==> src/hw/rtl/hctd_pkg.sv <==
// Package: types, constants and helpers of the chunked transfer decoder.
`timescale 1ns / 1ps
package hctd_pkg;

  localparam int unsigned LengthBitsDef = 32;

  localparam logic [7:0] ChCr   = 8'h0D;
  localparam logic [7:0] ChLf   = 8'h0A;
  localparam logic [7:0] ChSemi = 8'h3B;

  typedef enum logic [3:0] {
    PH_LENGTH,
    PH_EXTENSION,
    PH_HEADER_LF,
    PH_DATA,
    PH_DATA_CR,
    PH_DATA_LF,
    PH_TRAILER_START,
    PH_TRAILER,
    PH_TRAILER_LF,
    PH_FINAL_LF,
    PH_DONE,
    PH_ERROR
  } phase_e;

  typedef enum logic [1:0] {
    ST_BUSY  = 2'd0,
    ST_DONE  = 2'd1,
    ST_ERROR = 2'd2
  } status_e;

  typedef struct packed {
    logic [7:0] payload_byte;
    logic       payload_valid;
    logic       chunk_end;
    status_e    status;
  } result_t;

  // Bit 4 set: not a hex digit. Otherwise bits 3:0 hold the digit value.
  function automatic logic [4:0] hex_value(logic [7:0] c);
    logic [4:0] v;
    v = 5'h10;
    if (c >= 8'h30 && c <= 8'h39) begin
      v = {1'b0, c[3:0]};
    end else if ((c >= 8'h61 && c <= 8'h66) || (c >= 8'h41 && c <= 8'h46)) begin
      v = {1'b0, c[3:0]} + 5'd9;
    end
    return v;
  endfunction

endpackage

==> src/hw/rtl/hctd_if.sv <==
// Stream interfaces for the byte input and the result output.
`timescale 1ns / 1ps
interface hctd_in_if;
  logic       valid;
  logic       ready;
  logic [7:0] data_byte;

  modport source (output valid, output data_byte, input ready);
  modport sink (input valid, input data_byte, output ready);
endinterface

interface hctd_out_if;
  logic       valid;
  logic       ready;
  logic [7:0] payload_byte;
  logic       payload_valid;
  logic       chunk_end;
  logic [1:0] status;

  modport source (output valid, output payload_byte, output payload_valid,
                  output chunk_end, output status, input ready);
  modport sink (input valid, input payload_byte, input payload_valid,
                input chunk_end, input status, output ready);
endinterface

==> src/hw/rtl/hctd_core.sv <==
// Parser state machine with chunk length accumulator and down counter.
`timescale 1ns / 1ps
module hctd_core #(
  parameter int unsigned LENGTH_BITS = hctd_pkg::LengthBitsDef
) (
  input  logic              clk_i,
  input  logic              rst_ni,
  input  logic              accept_i,
  input  logic [7:0]        data_byte_i,
  output hctd_pkg::result_t result_o
);
  import hctd_pkg::*;

  phase_e                 phase_q, phase_d;
  logic [LENGTH_BITS-1:0] len_q, len_d;
  logic [LENGTH_BITS-1:0] len_dec;
  logic [4:0]             digit;
  logic                   len_full;

  assign digit    = hex_value(data_byte_i);
  assign len_full = len_q[LENGTH_BITS-1 -: 4] != 4'd0;
  assign len_dec  = len_q - LENGTH_BITS'(1);

  always_ff @(posedge clk_i or negedge rst_ni) begin
    if (!rst_ni) begin
      phase_q <= PH_LENGTH;
      len_q   <= '0;
    end else if (accept_i) begin
      phase_q <= phase_d;
      len_q   <= len_d;
    end
  end

  always_comb begin
    phase_d                 = phase_q;
    len_d                   = len_q;
    result_o.payload_byte   = 8'd0;
    result_o.payload_valid  = 1'b0;
    result_o.chunk_end      = 1'b0;
    unique case (phase_q)
      PH_LENGTH: begin
        if (!digit[4]) begin
          if (len_full) begin
            phase_d = PH_ERROR;
          end else begin
            len_d = {len_q[LENGTH_BITS-5:0], digit[3:0]};
          end
        end else if (data_byte_i == ChSemi) begin
          phase_d = PH_EXTENSION;
        end else if (data_byte_i == ChCr) begin
          phase_d = PH_HEADER_LF;
        end else begin
          phase_d = PH_ERROR;
        end
      end
      PH_EXTENSION: begin
        if (data_byte_i == ChCr) phase_d = PH_HEADER_LF;
      end
      PH_HEADER_LF: begin
        if (data_byte_i != ChLf) phase_d = PH_ERROR;
        else if (len_q != '0) phase_d = PH_DATA;
        else phase_d = PH_TRAILER_START;
      end
      PH_DATA: begin
        result_o.payload_byte  = data_byte_i;
        result_o.payload_valid = 1'b1;
        len_d                  = len_dec;
        if (len_dec == '0) begin
          result_o.chunk_end = 1'b1;
          phase_d            = PH_DATA_CR;
        end
      end
      PH_DATA_CR: phase_d = (data_byte_i == ChCr) ? PH_DATA_LF : PH_ERROR;
      PH_DATA_LF: phase_d = (data_byte_i == ChLf) ? PH_LENGTH : PH_ERROR;
      PH_TRAILER_START: phase_d = (data_byte_i == ChCr) ? PH_FINAL_LF : PH_TRAILER;
      PH_TRAILER: begin
        if (data_byte_i == ChCr) phase_d = PH_TRAILER_LF;
      end
      PH_TRAILER_LF: phase_d = (data_byte_i == ChLf) ? PH_TRAILER_START : PH_ERROR;
      PH_FINAL_LF: phase_d = (data_byte_i == ChLf) ? PH_DONE : PH_ERROR;
      default: phase_d = PH_ERROR;
    endcase

    if (phase_d == PH_ERROR) result_o.status = ST_ERROR;
    else if (phase_d == PH_DONE) result_o.status = ST_DONE;
    else result_o.status = ST_BUSY;
  end

endmodule

==> src/hw/rtl/hctd_obuf.sv <==
// Result register with valid/ready handshake toward the sink.
`timescale 1ns / 1ps
module hctd_obuf (
  input  logic              clk_i,
  input  logic              rst_ni,
  input  logic              load_i,
  input  hctd_pkg::result_t result_i,
  output logic              ready_o,
  hctd_out_if.source        out_o
);
  import hctd_pkg::*;

  logic    valid_q, valid_d;
  result_t res_q;

  assign ready_o = !valid_q || out_o.ready;
  assign valid_d = load_i || (valid_q && !out_o.ready);

  always_ff @(posedge clk_i or negedge rst_ni) begin
    if (!rst_ni) begin
      valid_q <= 1'b0;
    end else begin
      valid_q <= valid_d;
    end
  end

  always_ff @(posedge clk_i) begin
    if (load_i) res_q <= result_i;
  end

  assign out_o.valid         = valid_q;
  assign out_o.payload_byte  = res_q.payload_byte;
  assign out_o.payload_valid = res_q.payload_valid;
  assign out_o.chunk_end     = res_q.chunk_end;
  assign out_o.status        = res_q.status;

endmodule

==> src/hw/rtl/http_chunked_transfer_decoder.sv <==
// Top level: HTTP/1.1 chunked transfer body decoder, one byte per beat.
// One result beat per input beat, registered and valid in the cycle after acceptance.
// One byte per cycle while the sink keeps taking results; the phase and length registers update on each accepted byte.
// The result register accepts a new beat while the sink takes the previous one.
// Reset (async, active low) returns to the chunk size line with a zero length
// and empties the result register.
`timescale 1ns / 1ps
module http_chunked_transfer_decoder #(
  parameter int unsigned LENGTH_BITS = hctd_pkg::LengthBitsDef
) (
  input  logic       clk_i,
  input  logic       rst_ni,
  hctd_in_if.sink    in_i,
  hctd_out_if.source out_o
);
  import hctd_pkg::*;

  logic    ready;
  logic    accept;
  result_t result;

  assign in_i.ready = ready;
  assign accept     = in_i.valid && ready;

  hctd_core #(
    .LENGTH_BITS(LENGTH_BITS)
  ) u_core (
    .clk_i      (clk_i),
    .rst_ni     (rst_ni),
    .accept_i   (accept),
    .data_byte_i(in_i.data_byte),
    .result_o   (result)
  );

  hctd_obuf u_obuf (
    .clk_i   (clk_i),
    .rst_ni  (rst_ni),
    .load_i  (accept),
    .result_i(result),
    .ready_o (ready),
    .out_o   (out_o)
  );

endmodule

==> src/flat_wrapper.sv <==
// flat-port wrapper written by rule: the top's interface ports become plain ports
module http_chunked_transfer_decoder_flat import hctd_pkg::*;
#(
  parameter int unsigned LENGTH_BITS = hctd_pkg::LengthBitsDef
)
  (clk_i, rst_ni, in_i_valid, in_i_data_byte, in_i_ready, out_o_valid, out_o_payload_byte, out_o_payload_valid, out_o_chunk_end, out_o_status, out_o_ready);
  hctd_in_if in_i_i ();
  hctd_out_if out_o_i ();
  input  logic clk_i;
  input  logic rst_ni;
  input wire logic [$bits(in_i_i.valid)-1:0] in_i_valid;
  input wire logic [$bits(in_i_i.data_byte)-1:0] in_i_data_byte;
  output wire logic [$bits(in_i_i.ready)-1:0] in_i_ready;
  output wire logic [$bits(out_o_i.valid)-1:0] out_o_valid;
  output wire logic [$bits(out_o_i.payload_byte)-1:0] out_o_payload_byte;
  output wire logic [$bits(out_o_i.payload_valid)-1:0] out_o_payload_valid;
  output wire logic [$bits(out_o_i.chunk_end)-1:0] out_o_chunk_end;
  output wire logic [$bits(out_o_i.status)-1:0] out_o_status;
  input wire logic [$bits(out_o_i.ready)-1:0] out_o_ready;
  assign in_i_i.valid = in_i_valid;
  assign in_i_i.data_byte = in_i_data_byte;
  assign in_i_ready = in_i_i.ready;
  assign out_o_valid = out_o_i.valid;
  assign out_o_payload_byte = out_o_i.payload_byte;
  assign out_o_payload_valid = out_o_i.payload_valid;
  assign out_o_chunk_end = out_o_i.chunk_end;
  assign out_o_status = out_o_i.status;
  assign out_o_i.ready = out_o_ready;
  http_chunked_transfer_decoder #(.LENGTH_BITS(LENGTH_BITS)) u_core (.clk_i(clk_i), .rst_ni(rst_ni), .in_i(in_i_i), .out_o(out_o_i));
endmodule
==> config.mk <==
export PLATFORM = sky130hd
export DESIGN_NAME = http_chunked_transfer_decoder_flat
export DESIGN_NICKNAME = d
export VERILOG_FILES = /design/src/hw/rtl/hctd_pkg.sv /design/src/hw/rtl/hctd_if.sv /design/src/hw/rtl/hctd_core.sv /design/src/hw/rtl/hctd_obuf.sv /design/src/hw/rtl/http_chunked_transfer_decoder.sv /design/src/flat_wrapper.sv
export SDC_FILE = /design/constraint.sdc
export NUM_CORES = 1
export LEC_CHECK = 0
export ABC_CLOCK_PERIOD_IN_PS = 3300
export BUFFER_PORTS_ARGS = -buffer_cell sky130_fd_sc_hd__buf_2
export CORE_MARGIN = 1
export CORE_UTILIZATION = 40
export CTS_BUF_LIST = sky130_fd_sc_hd__clkbuf_4 sky130_fd_sc_hd__clkbuf_8
export DETAILED_ROUTE_END_ITERATION = 6
export PLACE_DENSITY = 0.68
export SLEW_MARGIN = 20
export SYNTH_ARGS = -nofsm -noshare
export SYNTH_HDL_FRONTEND = slang
export SYNTH_SLANG_ARGS = --single-unit
export TNS_END_PERCENT = 1
==> constraint.sdc <==
create_clock -name clk_i -period 3.3 [get_ports clk_i]
set_input_delay 0.495 -clock clk_i [delete_from_list [all_inputs] [get_ports clk_i]]
set_output_delay 0.495 -clock clk_i [all_outputs]
set_load 0.03 [all_outputs]
# == Word-level counts from Yosys, hierarchy flattened ==
# Cells that the tools add are included.
# Widths: inputs -> output; s select.
# word_totals
regBits,49
word_cells,71
input_bits,12
output_inout_bits,14
# op_classes
n_lt_le_gt_ge,6
n_addsub,2
eq_ne,17
reduce_logical,16
n_mux,23
# op_table
cell,n
$mux 32,2
$pmux 32 s2,1
$mux 4,12
$pmux 4 s10,1
$logic_not 32->1,1
$reduce_bool 32->1,1
$sub 32x1->32 const B,1
$eq 4x3->1 const B,4
$eq 4x4->1 const B,4
$eq 8x4->1 const B,2
$ge 8x7->1 const B,2
$le 8x7->1 const B,2
$mux 5,2
$eq 4x2->1 const B,2
$eq 8x6->1 const B,1
$ge 8x6->1 const B,1
$le 8x6->1 const B,1
$ne 8x4->1 const B,1
$add 4x4->5 const B,1
$logic_and 1x1->1,5
$eq 4x1->1 const B,1
$logic_not 4->1,1
$ne 2x2->1 const B,2
$reduce_and 4->1,1
7 further kinds,12

# == Logic depth before layout (Yosys ltp) ==
# logic_depth
word_depth,9
depth_mapped,11
ltp_nobuf,9

# == Cells and area by module ==
# From an unflattened synthesis, not the netlist that was laid out.
# unflattened
hier_cells,444
area_unflattened_um2,3608.5
# modules_own_cells
mod,cells_each,area_each_um2,n_inst,seq_area_each_um2
hctd_core,428,3194.3,1,900.9
hctd_obuf,15,407.9,1,385.4
http_chunked_transfer_decoder,1,6.3,1,0.0

# == Worst setup path before layout ==
# No wires, ideal clock.
# synth_path
path_type,reg2reg
start,register u_core.u_core.len_q[0]
end,"register u_core.u_obuf.res_q, in the netlist u_core.u_obuf.out_o.status[1] (data pin)"
arrival_time_ps,2494
path_slack_ps,534
setup_time_ps,272
path_stages_with_launch,11
path_buffers,2
required_ps,3028
synth_period_minus_slack_ps,2766
path_cell_list,dfrtp_1 clkbuf_1 inv_1 ha_1 or4b_4 buf_6 or3_4 nor3_4 nand4_2 a211oi_2 nor3b_1
# synth_via
elab_chain_cells,5
word_cells_on_any_way,8
classes_between,1 x add/sub; 1 x eq/ne; 4 x mux; 2 x reduce/logical
# synth_rtl
item,line_no,rtl
"start, declared",hctd_core.sv:15,"logic [LENGTH_BITS-1:0] len_q, len_d;"
"start signal, assigned",hctd_core.sv:30,len_q <= len_d;
$sub 32x1->32 / $reduce_bool 32->1 (equally long branches),"hctd_core.sv:22, hctd_core.sv:61",
$logic_not 32->1 / $mux 3 (equally long branches),"hctd_core.sv:68, hctd_core.sv:61",
"$mux 4, on equally long branches","hctd_core.sv:68, hctd_core.sv:60",
$pmux 4 s10 *,hctd_core.sv:40,unique case (phase_q)
$eq 4x4->1 *,hctd_core.sv:84,if (phase_d == PH_ERROR) result_o.status = ST_ERROR;
"end signal, assigned",hctd_obuf.sv:28,if (load_i) res_q <= result_i;
"end, declared",hctd_obuf.sv:14,result_t res_q;
# Every way passes the cells marked *; elsewhere a longest branch is shown, timed or not.
# A chain may end at the register's enable or synchronous reset.

# == Final worst setup path ==
# layout_path
start,register u_core.u_core.len_q[1]
end,register u_core.u_core.phase_q[0]
# layout_via
elab_chain_cells,4
word_cells_on_any_way,7
classes_between,1 x add/sub; 4 x mux; 2 x reduce/logical
# layout_rtl
item,line_no,rtl
$sub 32x1->32 / $reduce_bool 32->1 (equally long branches),"hctd_core.sv:22, hctd_core.sv:61",
$logic_not 32->1 / $mux 3 (equally long branches),"hctd_core.sv:68, hctd_core.sv:61",
"$mux 4, on equally long branches","hctd_core.sv:68, hctd_core.sv:60",
$pmux 4 s10 *,hctd_core.sv:40,
"end signal, assigned",hctd_core.sv:29,phase_q <= phase_d;
"end, declared",hctd_core.sv:14,"phase_e phase_q, phase_d;"
# Marks and branches as above.

==> summary.txt <==
Status: complete, but fails checks
Failing checks: design-rule violations
Avg Synthesized Cell Area: 8.37 um2
Antenna Violating Nets Remaining: 0
Vias per cell: 6.06
Chip Width: 97.6 um
Buffers added on ports: 25
Clk pin slew, worst setup/hold paths: 0.09 ns
Rows: 34
Initial antenna violation count: 0
Max VDD drop: 0.369 mV
# DRC: 12
Syn Inst Count: 437
Worst slew margin: 41.3%
CTS tree: done
First-pass DRT Iterations: 7
Starting Density: 41.5%
Register area share after synthesis: 35.2%
Grt ovf: 0
CP Max Fanout: 8
Max-cap violations: 0
Yosys warning count: 0
Count leader, synth: nor2_1
Finished Layout Cells: 554
Share of the synthesized area in the top cell type: 25.3%
Top cells by area, synth: dfrtp_1 (25%), edfxtp_1 (9.9%), a21oi_1 (6.3%)
Largest net degree at the start of global routing: 56
RSZ-0062 raised after global routing: false
Final setup fails: 0
# fillers: 856
Hold Fails Final Rpt: 0
Tcrit/Tclk final: 91.3%
Critical path class: reg -> reg
H-tree depth: 2
Number of clock sinks: 49
TritonCTS Buffers: 5
Yosys cell types: 78
Area Overhead vs Synth: 7.43%
Setup TNS: 0 ns
Post-CTS Hold Fix Bufs: 0
Die area: 9530 um2
Iteration-0 DRC count of the detailed router: 227
First-pass GRT wire length: 15200 um
Placed Instances: 546
Net count, final: 463
# diodes: 0
Clock Path Buffers: 2
Least-Margin Pin Slew: 0.881 ns
Post-DR wirelength/cell: 16.1 um
Syn_nets: 455
Gpl congestion: 0.888
Kind of start point of the critical path: flip-flop
Async SR Flop Fraction: 75.5%
Arr. time, crit path: 3.19 ns
Fmax: 0.332 GHz
Worst skew pair latency: 0.31 ns
Post-CTS Setup Repair Bufs: 0
Core Area: 8810 um2
Vias in the first global route: 3185
Hold Crit Class: in -> async
Synthesized area: 3660 um2
Main synth FF type: dfrtp_1
CP Capture Type: flip-flop
Most frequent cells after synthesis: nor2_1 (50), a21oi_1 (46), dfrtp_1 (37)
EDFF count, synth: 12
Share of layout cells above drive strength 1: 15.5%
Synthesized flop and latch total: 49
Resized Gates After CTS: 0
Clock Skew: 0.00632 ns
Fin. max-slew vios: 0
Final min period: 3.01 ns
Worst endpoint required time: 3.48 ns
Routed vias: 3356
Root buffer cell: clkbuf_8
Die Height: 97.6 um
IO Count: 26
Leak: 1.45 nW
Post-Route WL: 8930 um
GRT Util Overall: 19.3%
Synth area leader: dfrtp_1
Placed wire-length estimate: 6120 um
Pwr per Cell Area: 679 nW/um2
[cells in the final DEF (no fill, tap or decap), types with 3 or more instances in the layout]
master	count
and3_1	3
or2_2	3
a21oi_1	46
inv_1	9
a22oi_1	5
nand3_1	9
nor4_1	8
nor4_4	4
nand2_1	29
dfrtp_1	37
o22ai_1	11
nor3_1	22
nand2b_1	5
nor3b_1	4
a31oi_1	10
xnor2_1	5
buf_4	7
nor2_1	50
o21ai_0	33
xor2_1	4
o31ai_1	5
and2_1	8
buf_2	25
ha_1	6
o22a_1	5
o21bai_1	3
nand4_1	9
edfxtp_1	12
clkbuf_8	5
[worst paths after layout]
kind	from	end	slack, ns	cells after the start
max in group asynchronous	rst_ni	u_core.u_core.len_q[4]$_DFFE_PN0P_	2.46	1
hold reg to reg	u_core.u_core.len_q[30]$_DFFE_PN0P_	u_core.u_core.len_q[30]$_DFFE_PN0P_	0.57	2
hold / removal	rst_ni	u_core.u_core.len_q[17]$_DFFE_PN0P_	0.30	1
min in group clk_i	in_i_valid	u_core.u_obuf.out_o.valid$_DFF_PN0_	0.40	2
setup reg to reg	u_core.u_core.len_q[1]$_DFFE_PN0P_	u_core.u_core.phase_q[0]$_DFFE_PN0P_	0.29	9
setup / recovery	u_core.u_core.len_q[1]$_DFFE_PN0P_	u_core.u_core.phase_q[0]$_DFFE_PN0P_	0.29	9
[routing by layer]
layer	vias up	global-route usage [%]	wire length, um
met5	-	0	0
met4	0	5.01	106
met3	16	3.88	572
met1	1568	26.5	4180
li1	1657	-	-
met2	115	31.2	4070
[logic make-up after synthesis]
group | after synthesis | share of synthesized area, %
mux | 3 | 0.856
simple gates | 187 | 30.0
flops | 49 | 35.2
fa+ha+maj | 6 | 2.05
buf+inv | 41 | 5.44
compound gates | 141 | 23.9
xor+xnor | 10 | 2.60
[report_power, final]
group          switching [mW]  internal (mW)
Clock                   0.210          0.232
Combinational           0.563          0.438
Sequential              0.402          0.823
Total                    1.17           1.49
[flip-flops by register name, summed over array words and instances, names as in the netlist]
register / count
u_core.u_obuf.out_o.payload_valid: 1
u_core.u_obuf.out_o.chunk_end: 1
u_core.u_core.phase_q: 4
u_core.u_obuf.out_o.payload_byte: 8
u_core.u_core.len_q: 32
u_core.u_obuf.out_o.status: 2
u_core.u_obuf.out_o.valid: 1
[metrics by stage]
stage          setup WS (ns)  power, mW  util [%]  cell area (um2)  hold slack [ns]
6_report               0.286       2.67      44.6             3930            0.300
5_1_grt              0.00272       2.86      44.6             3930            0.368
4_1_cts                0.289       2.67      44.6             3930            0.328
3_5_place_dp           0.323       2.22      43.4             3820            0.550
3_3_place_gp           0.434       2.19      43.4             3820            0.505
2_1_floorplan          0.534       1.99         -             3660            0.199
[critical path: stages, from the launching register on]
cell     delay (ns)
dfrtp_1        0.46
inv_1          0.12
ha_1           0.29
or4b_4         0.59
nor4_1         0.41
nand4_1        0.24
xor2_1         0.23
nand4_1        0.12
o31ai_1        0.30
a31oi_1        0.13
[layout make-up]
type	instances	area, um2	share of cell area [%]
clock buffer	6	76.3	1.94
clock inverter	2	33.8	0.860
inverter	10	37.5	0.956
multi-input combinational	347	2180	55.5
sequential	49	1290	32.7
tap	108	135	3.44
timing repair buffer	32	178	4.52
Power figures use the tool's default switching activity.
